### src/design/hims_pkg.sv
// Shared types and constants of the hybrid insertion merge sorter.
package hims_pkg;

	localparam int unsigned DATA_W = 32;

	typedef logic signed [DATA_W-1:0] data_t;

	typedef enum logic [1:0] {
		CELL_HOLD   = 2'd0,
		CELL_INSERT = 2'd1,
		CELL_SHIFT  = 2'd2
	} cell_op_t;

	typedef struct packed {
		cell_op_t op;
		data_t    key;
	} cell_ctrl_t;

endpackage

### src/design/hims_cell.sv
// One cell of the sorting chain: holds one value, inserts or shifts toward the head.
module hims_cell (
	input  logic                clk,
	input  hims_pkg::cell_ctrl_t ctrl,
	input  logic                occupied,
	input  hims_pkg::data_t     left_val,
	input  logic                left_gt,
	input  hims_pkg::data_t     right_val,
	output hims_pkg::data_t     val,
	output logic                gt
);
	import hims_pkg::*;

	data_t val_q;

	// An empty cell acts as plus infinity, so a new key always lands in front of it.
	// Equal values do not move, which keeps ties in arrival order.
	assign gt  = !occupied || (val_q > ctrl.key);
	assign val = val_q;

	always_ff @(posedge clk) begin
		unique case (ctrl.op)
			CELL_INSERT: begin
				if (gt) begin
					val_q <= left_gt ? left_val : ctrl.key;
				end
			end
			CELL_SHIFT: begin
				val_q <= right_val;
			end
			default: begin
				val_q <= val_q;
			end
		endcase
	end

endmodule

### src/design/hybrid_insertion_merge_sorter.sv
// Top level of the hybrid insertion merge sorter: a systolic insertion chain with burst drain.
// Latency: an input transaction is absorbed at the edge that accepts it; the first sorted result is
// presented in the cycle after the transaction that carries tlast.
// Throughput: one input per cycle while a run fills; the drain then pops one stored value
// (at most MAX_ITEMS) per taken result, as the chain shifts one cell toward the head.
// Reset clears the fill count, the overflow flag and the state; cell contents are not reset.
module hybrid_insertion_merge_sorter #(
	parameter int unsigned MAX_ITEMS = 16
) (
	input  logic        clk,
	input  logic        arst_n,
	// Input stream.
	input  logic        s_tvalid,
	output logic        s_tready,
	input  logic [31:0] s_tdata,   // [31:0] value
	input  logic        s_tlast,   // last_in
	// Output stream.
	output logic        m_tvalid,
	input  logic        m_tready,
	output logic [31:0] m_tdata,   // [31:0] sorted_value
	output logic        m_tlast,   // last_out
	output logic [0:0]  m_tuser    // [0] overflowed
);
	import hims_pkg::*;

	localparam int unsigned CW = $clog2(MAX_ITEMS + 1);
	localparam logic [CW-1:0] FULL = CW'(MAX_ITEMS);
	localparam logic [CW-1:0] ONE  = CW'(1);

	// Filling collects a run in the chain; draining pops the head once per result.
	typedef enum logic [1:0] {
		ST_FILL  = 2'b01,
		ST_DRAIN = 2'b10
	} state_t;

	state_t          state_q;
	logic [CW-1:0]   count_q;
	logic            ovf_q;

	logic            in_acc;
	logic            out_acc;
	logic            full;
	cell_ctrl_t      ctrl;

	data_t           cell_val [MAX_ITEMS];
	logic            cell_gt  [MAX_ITEMS];

	assign in_acc  = s_tvalid && s_tready;
	assign out_acc = m_tvalid && m_tready;
	assign full    = (count_q == FULL);

	assign s_tready = (state_q == ST_FILL);
	assign m_tvalid = (state_q == ST_DRAIN);
	assign m_tdata  = cell_val[0];
	assign m_tlast  = (count_q == ONE);
	assign m_tuser  = ovf_q;

	// A value is inserted only while there is room; the whole chain shifts when the
	// head result is taken.
	always_comb begin
		ctrl.key = s_tdata;
		ctrl.op  = CELL_HOLD;
		if (in_acc && !full) begin
			ctrl.op = CELL_INSERT;
		end else if (out_acc) begin
			ctrl.op = CELL_SHIFT;
		end
	end

	// Each cell looks at its left neighbor when inserting and its right one when shifting.
	// The cells below count_q are occupied, as the chain always fills from the head.
	for (genvar i = 0; i < MAX_ITEMS; i++) begin : g_cell
		data_t lval;
		logic  lgt;
		data_t rval;

		if (i == 0) begin : g_head
			assign lval = '0;
			assign lgt  = 1'b0;
		end else begin : g_body
			assign lval = cell_val[i-1];
			assign lgt  = cell_gt[i-1];
		end

		if (i == MAX_ITEMS - 1) begin : g_tail
			assign rval = '0;
		end else begin : g_inner
			assign rval = cell_val[i+1];
		end

		hims_cell u_cell (
			.clk       (clk),
			.ctrl      (ctrl),
			.occupied  (count_q > CW'(i)),
			.left_val  (lval),
			.left_gt   (lgt),
			.right_val (rval),
			.val       (cell_val[i]),
			.gt        (cell_gt[i])
		);
	end

	// Control: count values in, flag drops, then count results out.
	always_ff @(posedge clk or negedge arst_n) begin
		if (!arst_n) begin
			state_q <= ST_FILL;
			count_q <= '0;
			ovf_q   <= 1'b0;
		end else begin
			unique case (state_q)
				ST_FILL: begin
					if (in_acc) begin
						if (full) begin
							ovf_q <= 1'b1;
						end else begin
							count_q <= count_q + ONE;
						end
						if (s_tlast) begin
							state_q <= ST_DRAIN;
						end
					end
				end
				ST_DRAIN: begin
					if (out_acc) begin
						count_q <= count_q - ONE;
						if (count_q == ONE) begin
							state_q <= ST_FILL;
							ovf_q   <= 1'b0;
						end
					end
				end
				default: begin
					state_q <= ST_FILL;
				end
			endcase
		end
	end

	// A drain always has at least one result to give.
	a_drain_nonempty: assert property (@(posedge clk) disable iff (!arst_n)
		(state_q == ST_DRAIN) |-> (count_q != '0))
		else $error("drain with an empty chain");

	// The fill count never passes the chain length.
	a_count_bound: assert property (@(posedge clk) disable iff (!arst_n)
		count_q <= FULL)
		else $error("fill count beyond capacity");

	// After the final result is taken, the next run starts empty and without overflow.
	a_run_restart: assert property (@(posedge clk) disable iff (!arst_n)
		(out_acc && m_tlast) |=> (s_tready && count_q == '0 && !ovf_q))
		else $error("run state not cleared after final result");

	// A transaction with tlast always leads into the drain.
	a_last_drains: assert property (@(posedge clk) disable iff (!arst_n)
		(in_acc && s_tlast) |=> m_tvalid)
		else $error("no drain after final input");

endmodule

### config.mk
export PLATFORM = sky130hd
export DESIGN_NAME = hybrid_insertion_merge_sorter
export DESIGN_NICKNAME = d
export VERILOG_FILES = /design/src/design/hims_pkg.sv /design/src/design/hims_cell.sv /design/src/design/hybrid_insertion_merge_sorter.sv
export SDC_FILE = /design/constraint.sdc
export NUM_CORES = 2
export LEC_CHECK = 0
export ABC_CLOCK_PERIOD_IN_PS = 3500
export BUFFER_PORTS_ARGS = -buffer_cell sky130_fd_sc_hd__buf_4
export CORE_MARGIN = 5
export CORE_UTILIZATION = 45
export CTS_CLUSTER_DIAMETER = 100
export DETAILED_ROUTE_END_ITERATION = 8
export GPL_TIMING_DRIVEN = 0
export HOLD_SLACK_MARGIN = 0.03
export PLACE_DENSITY = 0.63
export SLEW_MARGIN = 20
export SYNTH_ARGS = -nofsm -noshare
export SYNTH_HDL_FRONTEND = slang
export SYNTH_SLANG_ARGS = --single-unit
### constraint.sdc
create_clock -name clk -period 3.5 [get_ports clk]
set_input_delay 0.35 -clock clk [delete_from_list [all_inputs] [get_ports clk]]
set_output_delay 0.35 -clock clk [all_outputs]
set_load 0.01 [all_outputs]
==> summary.md <==
| Metric | Value |
|---|---|
| Status | `complete, no violations` |
| PnR Total Power | `38.66 mW` |
| Maximum fanout along the worst path | `10` |
| Post-synth EDFFs | `512` |
| Chip width | `299.3 um` |
| Final Hold Viols | `0` |
| Row cnt | `106` |
| Data arrival time of the critical path | `3.81 ns` |
| Fin crit period | `3.473 ns` |
| Syn Nets | `4542` |
| CP top delay family | `simple AND/OR/NAND/NOR gates` |
| Top FF cell, synth | `edfxtp_1` |
| Top post-synthesis cells by area | `edfxtp_1, ha_1, o211ai_1` |
| Int Pwr | `21.77 mW` |
| Worst Max-Slew Pin Slew | `0.9884 ns` |
| Antenna violations before repair | `2` |
| Initial Util | `0.4522` |
| CTS tree | `built` |
| Filler instances | `7915` |
| Commonest cells after routing, fill and taps aside | `nand2_1, nand3_1, ha_1` |
| Worst Hold Margin | `0.1008 ns` |
| Fmax | `287.9 MHz` |
| Drt drc | `0` |
| DP Area | `39680 sq um` |
| Setup WS post-layout | `0.02661 ns` |
| Final setup viols | `0` |
| Cells traversed along the worst timing path | `ha_1, nand4_1, nor4_2, nand2b_1, o41a_1, a211o_2, buf_2, nand2_2, nand2_2` |
| Gpl congestion | `0.9447` |
| Longest Clk Path Bufs | `3` |
| Post-route ant nets | `0` |
| Worst path buffer plus inverter count | `1` |
| Layout net count | `4743` |
| Period utilisation layout | `0.9924` |
| Yosys cell types | `59` |
| Detailed Route Iter0 Violations | `4302` |
| CTS buffer count | `61` |
| Clock slew at reported path FFs | `0.06 ns` |
| Pleak | `16.24 nW` |
| First-pass GRT wire length | `202300 um` |
| Setup TNS | `0 ns` |
| Clock network power share | `0.157` |
| Combinational share of power | `0.485` |
| Die height | `299.3 um` |
| Clk Tree Root Cell | `clkbuf_16` |
| Clk Latency, worst-skew pair | `0.66 ns` |
| Commonest non-fill, non-tap cell in the layout | `nand2_1` |
| Power share of the sequential group | `0.358` |
| Drt pass-1 iters | `6` |
| Mapped Cells | `3988` |
| Worst slack at placement | `-1.836 ns` |
| Slew headroom | `0.3350` |
| # H-tree levels | `2` |
| Synthesized area | `37660 sq um` |
| Required @ worst endpoint | `3.84 ns` |
| Synth Register Bits | `520` |
| Sw frac | `0.4369` |
| CP Capture Type | `register` |
| Top-area cell type share of the netlist area | `0.4082` |
| Mapped Avg Cell Area | `9.444 sq um` |
| Power per cell area | `905.7 nW/um^2` |
| Final Max Tran Viols | `0` |
| Port-buffer cells | `72` |
| CP max stage cell | `edfxtp_1` |
| Design Area, Final | `42690 sq um` |
| Number of I/O pins | `73` |
| Max IR drop VDD | `518.7 uV` |
| Clock skew | `0.03200 ns` |
| Sequential share of the synthesized area | `0.4136` |
| Max Cap Viol | `0` |
| Most used cell along the critical path | `nand2_2` |
| Hold WC Path Type | `primary input to register` |
| Layout area overhead | `13.35%` |
| Via-per-instance ratio | `6.400` |
| Fraction of final layout cells with drive strength greater than 1 | `0.08282` |
| Final wirelength | `137500 um` |
| Yosys warnings | `0` |
| CTS Sinks | `520` |
| Psw | `16.89 mW` |
| Post-synthesis async set-or-reset flop share | `0.01538` |
| DP HPWL | `110500 um` |
| Largest net degree at the start of global routing | `33` |
| Via count | `34.05k` |
| Largest area contributor in the synthesized netlist | `edfxtp_1` |
| Critical path class | `register to register` |
| Max incr delay on CP | `0.47 ns` |
| Core ar. | `83290 sq um` |
| Number of global-route vias before repair | `32.78k` |
| Total grt overflow | `0` |
| Startpoint types | `register` |
| Die area | `89580 sq um` |
| Total track usage | `0.2947` |
| Routed wire per std cell | `25.84 um` |
[power groups by stage]
stage                     Clock, mW  Sequential [mW]  Combinational (mW)
after CTS                      6.10             13.7                18.4
after detailed placement          0             13.8                17.6
after global routing           6.35             14.1                20.8
after floorplan                   0             12.9                12.7
final                          6.08             13.8                18.8
after global placement            0             13.8                17.1
[synth_stat cells, drive strengths merged (41+ instances only)]
| master | count |
|---|---|
| nand4 | 120 |
| a21oi | 223 |
| mux2i | 41 |
| o211ai | 468 |
| nor2 | 74 |
| o21ai | 88 |
| nand2 | 711 |
| nand3 | 597 |
| ha | 517 |
| inv | 81 |
| edfxtp | 512 |
| clkbuf | 250 |
[worst min-delay path: stages]
cell     delay [ns]
buf_4          0.12
a21oi_1        0.06
a21o_1         0.16
[area by class of cell]
type                       instances  area (sq um)  area share
buffer                           266          1125     0.02635
sequential                       520         15580      0.3649
tap                             1080          1351     0.03165
timing repair buffer             134          1201     0.02814
antenna                            2         5.005   0.0001172
clock buffer                      77          1629     0.03816
multi-input combinational       3124         21260      0.4979
inverter                          82         369.1    0.008646
clock inverter                    35         177.7    0.004162
[what timing repair did]
action                                  CTS  global route
endpoints found under the setup margin  910           481
pin swaps                                17             9
gates resized for setup                  93            58
cloned                                    4             3
hold buffers                              3             0
buffers inserted                         34            21
hold endpoints to repair                 11             0
[state kept, by name, summed over array words and instances, names as in the netlist]
signal,cells
count_q,5
g_cell.u_cell.val,512
state_q,2
m_tuser,1
[path summary, 6_finish.rpt]
| kind | start | to | slack, ns | depth (start not counted) |
|---|---|---|---|---|
| min in group asynchronous | arst_n | count_q[1] | 0.16 | 2 |
| hold / removal | m_tready | state_q[1] | 0.10 | 3 |
| max in group asynchronous | arst_n | state_q[0] | 3.11 | 2 |
| hold reg to reg | g_cell[14].u_cell.val[0] | g_cell[13].u_cell.val[0] | 0.56 | 2 |
| setup / recovery | g_cell[7].u_cell.val[27] | g_cell[7].u_cell.val[27] | 0.03 | 9 |
| setup reg to reg | g_cell[7].u_cell.val[27] | g_cell[7].u_cell.val[27] | 0.03 | 9 |
[stage by stage]
step                      utilization  instances
final                          0.5125       5320
after global routing           0.5125       5318
after CTS                      0.5077       5295
after detailed placement       0.4764       5144
after global placement         0.4751       5140
after floorplan                     -       3988
[cell families (layout without fill, tap and decap cells)]
group,count (synthesis),after routing,synth area share
adder cells (fa/ha/maj),517,517,0.1718
buffers and inverters,351,594,0.03648
AND/OR/NAND/NOR,1634,1641,0.1997
XOR/XNOR,4,4,0.0009304
AO/OA/AOI/OAI,920,920,0.1663
multiplexers,42,42,0.01130
other,0,2,0
flip-flops,520,520,0.4136
[metal layers]
layer,part of all wire,up-vias,global-route usage
met5,0,-,0
met4,0.050,0,0.1212
met3,0.081,322,0.03643
met2,0.46,1644,0.4845
met1,0.41,16300,0.3964
li1,-,15780,-
No activity file was read; power rests on OpenSTA's default activity.
